### src/design/sqwf_pkg.sv
`timescale 1ns / 1ps

package sqwf_pkg;

    localparam int WINDOW_DEF    = 64;
    localparam int NUM_PEERS_DEF = 16;

    localparam int SEQ_W    = 32;
    localparam int PEER_W   = 4;
    localparam int STATUS_W = 2;
    localparam int CFG_W    = 5;
    localparam int APB_AW   = 3;
    localparam int APB_DW   = 32;
    localparam int Q_DEPTH  = 2;

    localparam logic [CFG_W-1:0] ACTIVE_PEERS_RESET = 5'd16;

    // register index, taken from the word address
    localparam logic [APB_AW-3:0] REG_ACTIVE_PEERS = '0;

    localparam logic [STATUS_W-1:0] ST_OK      = 2'd0;
    localparam logic [STATUS_W-1:0] ST_DUP     = 2'd1;
    localparam logic [STATUS_W-1:0] ST_OVERRUN = 2'd2;
    localparam logic [STATUS_W-1:0] ST_BADPEER = 2'd3;

    typedef struct packed {
        logic              req;
        logic [PEER_W-1:0] peer;
        logic [SEQ_W-1:0]  seq;
        logic              bad;
    } t_item;

    typedef enum logic [2:0] {
        S_IDLE,
        S_EVAL,
        S_COUNT,
        S_ADV,
        S_SHIFT,
        S_DONE
    } t_back_state;

endpackage

### src/design/sqwf_ram.sv
`timescale 1ns / 1ps

module sqwf_ram #(
    parameter  int WIDTH = 32,
    parameter  int DEPTH = 16,
    localparam int AW    = (DEPTH > 1) ? $clog2(DEPTH) : 1
) (
    input  logic             i_clk,
    input  logic             i_wr_en,
    input  logic [AW-1:0]    i_wr_addr,
    input  logic [WIDTH-1:0] i_wr_data,
    input  logic             i_rd_en,
    input  logic [AW-1:0]    i_rd_addr,
    output logic [WIDTH-1:0] o_rd_data
);

    logic [WIDTH-1:0] r_mem [DEPTH];
    logic [WIDTH-1:0] r_rd_data;

    always_ff @(posedge i_clk) begin
        if (i_wr_en) begin
            r_mem[i_wr_addr] <= i_wr_data;
        end
        if (i_rd_en) begin
            r_rd_data <= r_mem[i_rd_addr];
        end
    end

    assign o_rd_data = r_rd_data;

endmodule

### src/design/sqwf_front.sv
`timescale 1ns / 1ps

module sqwf_front #(
    parameter int NUM_PEERS = 16
) (
    input  logic                        i_clk,
    input  logic                        i_rst_n,
    input  logic                        i_valid,
    output logic                        o_stall,
    input  logic                        i_req_type,
    input  logic [sqwf_pkg::PEER_W-1:0] i_peer,
    input  logic [sqwf_pkg::SEQ_W-1:0]  i_seq_number,
    input  logic [sqwf_pkg::CFG_W-1:0]  i_active_peers,
    output logic                        o_push,
    output sqwf_pkg::t_item             o_push_data,
    input  logic                        i_full
);

    import sqwf_pkg::*;

    logic  r_valid;
    t_item r_item;
    logic  accept;
    logic  bad;

    // peer is rejected when beyond the configured count or the storage
    assign bad = ({1'b0, i_peer} >= i_active_peers) || (32'(i_peer) >= NUM_PEERS);

    assign o_stall = r_valid && i_full;
    assign accept  = i_valid && !o_stall;
    assign o_push  = r_valid && !i_full;

    always_ff @(posedge i_clk) begin
        if (!i_rst_n) begin
            r_valid <= 1'b0;
        end else begin
            if (accept) begin
                r_valid     <= 1'b1;
                r_item.req  <= i_req_type;
                r_item.peer <= i_peer;
                r_item.seq  <= i_seq_number;
                r_item.bad  <= bad;
            end else if (o_push) begin
                r_valid <= 1'b0;
            end
        end
    end

    assign o_push_data = r_item;

endmodule

### src/design/sqwf_queue.sv
`timescale 1ns / 1ps

module sqwf_queue (
    input  logic            i_clk,
    input  logic            i_rst_n,
    input  logic            i_push,
    input  sqwf_pkg::t_item i_push_data,
    output logic            o_full,
    input  logic            i_pop,
    output sqwf_pkg::t_item o_pop_data,
    output logic            o_empty
);

    import sqwf_pkg::*;

    localparam int QAW = (Q_DEPTH > 1) ? $clog2(Q_DEPTH) : 1;

    t_item          r_slot [Q_DEPTH];
    logic [QAW-1:0] r_wr_ptr;
    logic [QAW-1:0] r_rd_ptr;
    logic [QAW:0]   r_count;
    logic           do_push;
    logic           do_pop;

    assign o_full  = (r_count == (QAW + 1)'(Q_DEPTH));
    assign o_empty = (r_count == '0);
    assign do_push = i_push && !o_full;
    assign do_pop  = i_pop && !o_empty;

    always_ff @(posedge i_clk) begin
        if (!i_rst_n) begin
            r_wr_ptr <= '0;
            r_rd_ptr <= '0;
            r_count  <= '0;
        end else begin
            if (do_push) begin
                r_slot[r_wr_ptr] <= i_push_data;
                r_wr_ptr <= (r_wr_ptr == QAW'(Q_DEPTH - 1)) ? '0 : r_wr_ptr + 1'b1;
            end
            if (do_pop) begin
                r_rd_ptr <= (r_rd_ptr == QAW'(Q_DEPTH - 1)) ? '0 : r_rd_ptr + 1'b1;
            end
            if (do_push && !do_pop) begin
                r_count <= r_count + 1'b1;
            end else if (do_pop && !do_push) begin
                r_count <= r_count - 1'b1;
            end
        end
    end

    assign o_pop_data = r_slot[r_rd_ptr];

endmodule

### src/design/sqwf_back.sv
`timescale 1ns / 1ps

module sqwf_back #(
    parameter int WINDOW    = 64,
    parameter int NUM_PEERS = 16
) (
    input  logic                          i_clk,
    input  logic                          i_rst_n,
    input  logic                          i_q_empty,
    input  sqwf_pkg::t_item               i_q_data,
    output logic                          o_q_pop,
    output logic                          o_valid,
    input  logic                          i_stall,
    output logic [sqwf_pkg::STATUS_W-1:0] o_status,
    output logic [sqwf_pkg::SEQ_W-1:0]    o_window_base
);

    import sqwf_pkg::*;

    localparam int AW = (NUM_PEERS > 1) ? $clog2(NUM_PEERS) : 1;
    localparam int CW = $clog2(WINDOW + 1);

    t_back_state         r_state;
    t_back_state         n_state;
    t_item               r_item;
    logic                r_ent_vld;
    logic [NUM_PEERS-1:0] r_vld;
    logic [STATUS_W-1:0] r_status;
    logic [SEQ_W-1:0]    r_base;
    logic [WINDOW-1:0]   r_map;
    logic                r_upd;
    logic [CW-1:0]       r_run;
    logic [SEQ_W-1:0]    r_new_base;
    logic [CW-1:0]       r_shamt;
    logic                r_out_valid;
    logic [STATUS_W-1:0] r_out_status;
    logic [SEQ_W-1:0]    r_out_base;

    logic [SEQ_W-1:0]    base_rdata;
    logic [WINDOW-1:0]   map_rdata;
    logic [SEQ_W-1:0]    base_rd;
    logic [WINDOW-1:0]   map_rd;
    logic [SEQ_W:0]      diff;
    logic [WINDOW-1:0]   mask;
    logic [WINDOW-1:0]   map_set;
    logic                hit;
    logic [STATUS_W-1:0] status;
    logic                upd;
    logic                at_base;
    logic [WINDOW-1:0]   map_inc;
    logic [WINDOW-1:0]   first_zero;
    logic [CW-1:0]       run;
    logic [SEQ_W:0]      sum;
    logic [AW-1:0]       rd_addr;
    logic [AW-1:0]       wr_addr;
    logic                rd_en;
    logic                wr_en;
    logic [SEQ_W-1:0]    base_wdata;
    logic [WINDOW-1:0]   map_wdata;
    logic                out_free;
    logic                out_load;

    function automatic logic [CW-1:0] f_onehot_index(input logic [WINDOW-1:0] v);
        logic [CW-1:0] idx;
        idx = '0;
        for (int i = 0; i < WINDOW; i++) begin
            if (v[i]) begin
                idx = idx | CW'(i);
            end
        end
        return idx;
    endfunction

    assign rd_addr = AW'(i_q_data.peer);
    assign wr_addr = AW'(r_item.peer);

    sqwf_ram #(
        .WIDTH (SEQ_W),
        .DEPTH (NUM_PEERS)
    ) u_base_ram (
        .i_clk     (i_clk),
        .i_wr_en   (wr_en),
        .i_wr_addr (wr_addr),
        .i_wr_data (base_wdata),
        .i_rd_en   (rd_en),
        .i_rd_addr (rd_addr),
        .o_rd_data (base_rdata)
    );

    sqwf_ram #(
        .WIDTH (WINDOW),
        .DEPTH (NUM_PEERS)
    ) u_map_ram (
        .i_clk     (i_clk),
        .i_wr_en   (wr_en),
        .i_wr_addr (wr_addr),
        .i_wr_data (map_wdata),
        .i_rd_en   (rd_en),
        .i_rd_addr (rd_addr),
        .o_rd_data (map_rdata)
    );

    // an entry never written reads as the reset state
    assign base_rd = r_ent_vld ? base_rdata : '0;
    assign map_rd  = r_ent_vld ? map_rdata  : '0;

    // the map is held relative to the base: bit i marks base + i
    always_comb begin
        diff    = {1'b0, r_item.seq} - {1'b0, base_rd};
        mask    = WINDOW'(1) << diff[CW-1:0];
        map_set = map_rd | mask;
        hit     = |(map_rd & mask);
        if (diff[SEQ_W]) begin
            status = ST_DUP;
        end else if (diff[SEQ_W-1:0] >= SEQ_W'(WINDOW)) begin
            status = ST_OVERRUN;
        end else if (hit) begin
            status = ST_DUP;
        end else begin
            status = ST_OK;
        end
        upd     = (status == ST_OK) && r_item.req;
        at_base = (diff[SEQ_W-1:0] == '0);
    end

    // length of the run of set bits from the base
    always_comb begin
        map_inc    = r_map + 1'b1;
        first_zero = ~r_map & map_inc;
        run        = (&r_map) ? CW'(WINDOW) : f_onehot_index(first_zero);
    end

    assign sum      = {1'b0, r_base} + (SEQ_W + 1)'(r_run);
    assign out_free = !r_out_valid || !i_stall;

    always_comb begin
        n_state = r_state;
        unique case (r_state)
            S_IDLE: begin
                if (!i_q_empty) begin
                    n_state = i_q_data.bad ? S_DONE : S_EVAL;
                end
            end
            S_EVAL: begin
                n_state = (upd && at_base) ? S_COUNT : S_DONE;
            end
            S_COUNT: n_state = S_ADV;
            S_ADV:   n_state = S_SHIFT;
            S_SHIFT: n_state = S_DONE;
            S_DONE: begin
                if (out_free) begin
                    n_state = S_IDLE;
                end
            end
            default: n_state = S_IDLE;
        endcase
    end

    always_comb begin
        o_q_pop    = 1'b0;
        rd_en      = 1'b0;
        wr_en      = 1'b0;
        base_wdata = base_rd;
        map_wdata  = map_set;
        out_load   = 1'b0;
        unique case (r_state)
            S_IDLE: begin
                o_q_pop = !i_q_empty;
                rd_en   = !i_q_empty;
            end
            S_EVAL: begin
                wr_en = upd && !at_base;
            end
            S_SHIFT: begin
                wr_en      = 1'b1;
                base_wdata = r_new_base;
                map_wdata  = r_map >> r_shamt;
            end
            S_DONE: begin
                out_load = out_free;
            end
            default: begin
            end
        endcase
    end

    always_ff @(posedge i_clk) begin
        if (!i_rst_n) begin
            r_state     <= S_IDLE;
            r_vld       <= '0;
            r_out_valid <= 1'b0;
        end else begin
            r_state <= n_state;
            if (wr_en) begin
                r_vld[wr_addr] <= 1'b1;
            end
            if (o_q_pop) begin
                r_item    <= i_q_data;
                r_ent_vld <= r_vld[rd_addr];
                r_status  <= ST_BADPEER;
                r_base    <= '0;
            end
            if (r_state == S_EVAL) begin
                r_status <= status;
                r_base   <= base_rd;
                r_map    <= map_set;
                r_upd    <= upd;
            end
            if (r_state == S_COUNT) begin
                r_run <= run;
            end
            // stop at the top of the number space and keep its bit
            if (r_state == S_ADV) begin
                if (sum[SEQ_W]) begin
                    r_new_base <= '1;
                    r_shamt    <= CW'(~r_base);
                end else begin
                    r_new_base <= sum[SEQ_W-1:0];
                    r_shamt    <= r_run;
                end
            end
            if (r_state == S_SHIFT) begin
                r_base <= r_new_base;
            end
            if (out_load) begin
                r_out_valid  <= 1'b1;
                r_out_status <= r_status;
                r_out_base   <= r_base;
            end else if (!i_stall) begin
                r_out_valid <= 1'b0;
            end
        end
    end

    assign o_valid       = r_out_valid;
    assign o_status      = r_out_status;
    assign o_window_base = r_out_base;

    a_shift_only_on_register: assert property (@(posedge i_clk) disable iff (!i_rst_n)
        (r_state == S_SHIFT) |-> r_upd)
        else $error("base advance without a register request");

    a_run_starts_at_base: assert property (@(posedge i_clk) disable iff (!i_rst_n)
        (r_state == S_COUNT) |-> r_map[0])
        else $error("base bit clear when counting the run");

    a_bad_peer_base_zero: assert property (@(posedge i_clk) disable iff (!i_rst_n)
        (r_out_valid && (r_out_status == ST_BADPEER)) |-> (r_out_base == '0))
        else $error("bad peer result carries a non-zero base");

endmodule

### src/design/seqno_window_duplicate_filter.sv
`timescale 1ns / 1ps

// Per-peer sliding receive window for duplicate detection. Each transaction
// names a peer and a sequence number and returns one result: ok, duplicate,
// window overrun or bad peer, with the peer's lowest unreceived number after
// the transaction (zero for a bad peer). A register request with status ok
// marks the number, and when it equals the base the base moves past the run
// of received numbers. A front stage accepts and checks the peer against
// active_peers and the peer storage; a short queue decouples it from the
// back end, which does a read-modify-write of the peer's entry in two RAMs
// with a read and a write port, one transaction at a time. A bad peer is
// not written; a register at the base also counts the run, adds it to the
// base and shifts the map. Both stores read as cleared after reset through
// per-peer valid bits; there is no clearing pass.
module seqno_window_duplicate_filter #(
    parameter int WINDOW    = sqwf_pkg::WINDOW_DEF,
    parameter int NUM_PEERS = sqwf_pkg::NUM_PEERS_DEF
) (
    input  logic                          i_clk,
    input  logic                          i_rst_n,
    input  logic                          i_valid,
    output logic                          o_stall,
    input  logic                          i_req_type,
    input  logic [sqwf_pkg::PEER_W-1:0]   i_peer,
    input  logic [sqwf_pkg::SEQ_W-1:0]    i_seq_number,
    output logic                          o_valid,
    input  logic                          i_stall,
    output logic [sqwf_pkg::STATUS_W-1:0] o_status,
    output logic [sqwf_pkg::SEQ_W-1:0]    o_window_base,
    input  logic                          psel,
    input  logic                          penable,
    input  logic                          pwrite,
    input  logic [sqwf_pkg::APB_AW-1:0]   paddr,
    input  logic [sqwf_pkg::APB_DW-1:0]   pwdata,
    output logic [sqwf_pkg::APB_DW-1:0]   prdata,
    output logic                          pready
);

    import sqwf_pkg::*;

    logic [CFG_W-1:0] r_active_peers;
    logic             cfg_wr;
    logic             sel_active;
    logic             q_push;
    t_item            q_push_data;
    logic             q_full;
    logic             q_pop;
    t_item            q_pop_data;
    logic             q_empty;

    assign pready     = 1'b1;
    assign sel_active = (paddr[APB_AW-1:2] == REG_ACTIVE_PEERS);
    assign cfg_wr     = psel && penable && pwrite && pready;
    assign prdata     = sel_active ? APB_DW'(r_active_peers) : '0;

    always_ff @(posedge i_clk) begin
        if (!i_rst_n) begin
            r_active_peers <= ACTIVE_PEERS_RESET;
        end else if (cfg_wr && sel_active) begin
            r_active_peers <= pwdata[CFG_W-1:0];
        end
    end

    sqwf_front #(
        .NUM_PEERS (NUM_PEERS)
    ) u_front (
        .i_clk          (i_clk),
        .i_rst_n        (i_rst_n),
        .i_valid        (i_valid),
        .o_stall        (o_stall),
        .i_req_type     (i_req_type),
        .i_peer         (i_peer),
        .i_seq_number   (i_seq_number),
        .i_active_peers (r_active_peers),
        .o_push         (q_push),
        .o_push_data    (q_push_data),
        .i_full         (q_full)
    );

    sqwf_queue u_queue (
        .i_clk       (i_clk),
        .i_rst_n     (i_rst_n),
        .i_push      (q_push),
        .i_push_data (q_push_data),
        .o_full      (q_full),
        .i_pop       (q_pop),
        .o_pop_data  (q_pop_data),
        .o_empty     (q_empty)
    );

    sqwf_back #(
        .WINDOW    (WINDOW),
        .NUM_PEERS (NUM_PEERS)
    ) u_back (
        .i_clk         (i_clk),
        .i_rst_n       (i_rst_n),
        .i_q_empty     (q_empty),
        .i_q_data      (q_pop_data),
        .o_q_pop       (q_pop),
        .o_valid       (o_valid),
        .i_stall       (i_stall),
        .o_status      (o_status),
        .o_window_base (o_window_base)
    );

endmodule
### config.mk
export PLATFORM = sky130hd
export DESIGN_NAME = seqno_window_duplicate_filter
export DESIGN_NICKNAME = d
export VERILOG_FILES = /design/src/design/sqwf_pkg.sv /design/src/design/sqwf_ram.sv /design/src/design/sqwf_front.sv /design/src/design/sqwf_queue.sv /design/src/design/sqwf_back.sv /design/src/design/seqno_window_duplicate_filter.sv
export SDC_FILE = /design/constraint.sdc
export NUM_CORES = 2
export LEC_CHECK = 0
export ABC_AREA = 1
export ABC_CLOCK_PERIOD_IN_PS = 11650
export BUFFER_PORTS_ARGS = -buffer_cell sky130_fd_sc_hd__buf_2
export CORE_ASPECT_RATIO = 0.7
export CORE_MARGIN = 2
export CORE_UTILIZATION = 45
export DETAILED_ROUTE_END_ITERATION = 12
export SYNTH_ARGS = -nofsm -noshare
export SYNTH_HDL_FRONTEND = slang
export SYNTH_SLANG_ARGS = --single-unit
### constraint.sdc
create_clock -name i_clk -period 11.65 [get_ports i_clk]
set_clock_uncertainty 0.05 [all_clocks]
set_input_delay 1.7475 -clock i_clk [delete_from_list [all_inputs] [get_ports i_clk]]
set_output_delay 1.7475 -clock i_clk [all_outputs]
set_load 0.01 [all_outputs]
==> qor.txt <==
unrepaired setup endpoints after global routing - no
max-capacitance violation count - 0
flip-flop and latch count after synthesis - 1993
worst endpoint data arrival time - 8650 ps
Site Rows - 135
Reg clk slew, reported paths - 60 ps
clock share of power - 0.262
number of placed I/O pins - 148
primary flip-flop cell chosen by synthesis mapping - edfxtp_1
Pre-Repair DR Iteration Count - 6
Placed Instance Area - 91500 sq um
Yosys warning total - 0
combinational group share of total power - 0.307
Worst Slack Setup Final - 3381 ps
first-iteration detailed-routing DRC count - 7600
detailed placement HPWL - 162.5 mm
Worst Setup Path Type - reg2reg
Worst Max-Slew Pin Slew - 1365 ps
number of distinct standard cells referenced by the synthesized netlist - 65
number of nets in the layout - 8035
number of setup violations in the final report - 0
Leak Pwr - 34.38 nW
pre-CTS setup slack - 3524 ps
count of flip-flops with a built-in enable after synthesis - 1962
Pint - 14.41 mW
maximum operating frequency - 0.1209 GHz
Setup crit end kind - flip-flop
hold slack - 393.5 ps
power share of the sequential group - 0.431
number of pins with negative max-slew slack in the final report - 0
final hold vios - 0
total number of vias - 62600
hold_buf cts - 0
via count normalized by instance count - 5.874
Sw Share - 0.3708
placeable core region - 194100 sq um
post-DR wirelength/cell - 25.70 um
initial antenna violation count - 9
x dimension of the die - 533.2 um
Switching Power - 8.492 mW
r2r startpoint - u_back.r_ent_vld
element type at the critical path start - flip-flop
fraction of layout instances using a drive strength above 1 - 0.07538
remaining global-route overflow - 0
total routing resource utilization after global routing - 0.2665
maximum number of pins on one net before global-route repair - 212
vertical die dimension - 374.5 um
htree depth - 4
cell at the root of the clock tree - clkbuf_16
period utilization - 0.7097
total negative slack - 0 ps
number of gates given a new drive strength after cts - 0
initial standard-cell utilization of the core - 0.4546
cell count after synthesis - 7958
worst hold endpoint - u_queue.r_slot[1][9]
Antenna Nets Post-Route - 0
clk sinks - 1993
synthesized cell area - 88230 sq um
share of synthesized flip-flops with an asynchronous set or reset - 0
post-layout minimum cycle time - 8269 ps
post-synthesis to final-layout area growth - 10.39%
maximum vdd ir drop - 0.1399 mV
peak fanout along the critical path - 49
Die ar. - 199700 sq um
Residual DRC - 0
Mapped Avg Cell Area - 11.09 sq um
final weighted congestion of routability-driven global placement - 1.028
Crit Reg-Reg Endpoint - u_back.u_map_ram.r_mem[7][10]
worst hold start - u_front.o_push_data[9]
CTS tree - built
vias in the first global route - 56720
global-route wire length before repair - 396.0 mm
Port Buffers - 90
Num CTS Buffers - 197
CP required - 12030 ps
slack of the worst reg-to-reg path - 3380 ps
total power divided by cell area - 235.2 nW/um^2
sequential element share of the synthesized area - 0.6748
path type of the worst min-delay path - reg2reg
clock insertion delay at the later pin of the skew report - 880 ps
outcome - finished clean
setup bufs post-CTS - 0
summed area of non-filler cells in the final layout - 97390 sq um
headroom to the max-slew limit - 0.08585
number of cells on the worst hold path - 0
number of buffers between clock root and the deepest sink - 4
length in cells of the worst reg-to-reg path - 23
WL final - 273.9 mm
-- synth_stat cells, types with 4 or more instances --
library cell	count	area, sq um
nand3_1	170	850.8
o21bai_1	6	45.04
o31ai_1	4	30.03
nand2_4	4	45.04
o22ai_1	7	43.79
ha_1	43	538.0
nand2_1	1187	4456
nand3_2	5	50.05
mux2i_1	87	870.8
nor2_1	482	1809
o221ai_1	147	1287
xnor2_1	8	70.07
nor2_2	13	81.33
o21ai_1	4	20.02
inv_2	6	22.52
o32ai_1	50	437.9
buf_2	8	40.04
buf_1	50	187.7
or2_2	14	87.58
nor4_1	25	156.4
nand4_1	50	312.8
a211oi_1	8	60.06
o211ai_1	76	570.6
nand2_2	6	37.54
xor2_1	10	87.58
buf_4	29	217.7
nor3_1	215	1076
clkinv_1	4	15.01
edfxtp_1	1962	58920
nand3b_1	19	142.6
clkbuf_1	444	1667
a21oi_1	864	4324
inv_1	604	2267
o21ai_0	1266	6336
dfxtp_1	31	620.6
-- metrics by stage --
stage          cells  utilization  total power, mW
6_report       10660       0.5018            22.90
5_1_grt        10660       0.5018            23.90
4_1_cts        10660       0.5017            22.89
3_5_place_dp   10310       0.4714            16.92
3_3_place_gp   10310       0.4714            16.85
2_1_floorplan   7984            -            14.06
-- how the worst max path moves through the flow --
stage                                                 to  slack (ps)  cells past startpoint              from
after floorplan           u_back.u_base_ram.r_mem[12][0]        3370                     27  u_back.r_ent_vld
after global placement     u_back.u_map_ram.r_mem[7][60]        3660                     23  u_back.r_ent_vld
after detailed placement   u_back.u_map_ram.r_mem[7][60]        3520                     23  u_back.r_ent_vld
after CTS                  u_back.u_map_ram.r_mem[7][42]        3450                     23  u_back.r_ent_vld
after global routing       u_back.u_map_ram.r_mem[7][60]        3070                     23  u_back.r_ent_vld
final                      u_back.u_map_ram.r_mem[7][10]        3380                     23  u_back.r_ent_vld
-- kinds of logic after synthesis --
logic type / count (synthesis) / synth area share
adders and majority gates: 45 / 0.006552
and+or+nand+nor: 2210 / 0.1051
buffers and inverters: 1148 / 0.05044
other: 2 / 0.00008512
muxes: 87 / 0.009870
AOI/OAI and AO/OA: 2455 / 0.1514
xor gates and xnor gates: 18 / 0.001787
DFF: 1993 / 0.6748
-- worst max-delay path: stages (launching register included) --
cell	delay (ps)
edfxtp_1	990
buf_4	540
nand2_1	200
ha_1	420
nand2_1	170
inv_1	80
nand2_1	80
nand3_2	180
nand2_1	110
nand2_1	470
nand2_4	520
inv_2	350
nand3_1	170
nand2_1	60
nor2_1	320
nand2_1	90
nor2_1	110
nand2_1	220
nor2_2	180
nand4_2	110
o21bai_4	380
nand3_1	260
inv_6	690
buf_4	940
-- cells in the final DEF, fill, tap and decap left out, types with 14 or more instances in the layout --
cell	n
inv_6	20
nand4_1	50
conb_1	28
clkbuf_1	50
nand3_1	170
o21ai_1	20
clkbuf_16	198
o211ai_1	76
nand2_1	1184
clkinv_1	41
or2_2	14
mux2i_1	87
dfxtp_1	31
inv_1	586
nor4_1	25
o21ai_0	1246
nand3b_1	19
nor3_1	214
o221ai_1	147
nor2_1	474
clkinv_2	28
buf_2	90
o32ai_1	50
nor2_2	14
ha_1	43
buf_4	164
a21oi_1	864
edfxtp_1	1962
-- final cells by class --
type	count	area [sq um]
fill	17250	96690
sequential	1993	59540
multi-input combinational	4843	24470
clock buffer	249	5156
tap	2603	3257
inverter	614	2402
timing repair buffer	262	1842
clock inverter	92	725.7
antenna	2	5.005
-- power by group through the flow --
stage          Combinational, mW  Clock [mW]  Sequential [mW]
5_1_grt                     7.64        6.37             9.89
3_5_place_dp                6.92           0             10.0
2_1_floorplan               4.23           0             9.83
4_1_cts                     6.94        6.09             9.85
3_3_place_gp                6.85           0             10.0
6_report                    7.04        6.00             9.86
-- sequential cells by signal, indices dropped and copies added (netlist names), 4 cells and up, named ones only --
name / cells
u_back.r_vld: 16
u_back.r_shamt: 7
u_back.r_map: 64
u_back.u_map_ram.o_rd_data: 64
u_back.wr_addr: 4
u_back.o_window_base: 32
u_back.r_run: 7
u_back.r_new_base: 32
u_back.u_map_ram.r_mem: 1024
u_back.r_item: 33
u_queue.r_slot: 76
u_back.u_base_ram.r_mem: 512
u_back.u_base_ram.o_rd_data: 32
r_active_peers: 5
u_back.r_base: 32
u_front.o_push_data: 38
-- per-layer routing --
layer  global-route usage  wire length, um  vias to the layer above
met5                    0               22                        -
met4              0.05687             5794                        4
met3              0.04162            23340                      346
met2               0.3953           119500                     2751
met1               0.4118           125200                    30890
li1                     -                -                    28610
(Power assumes the default switching activity.)
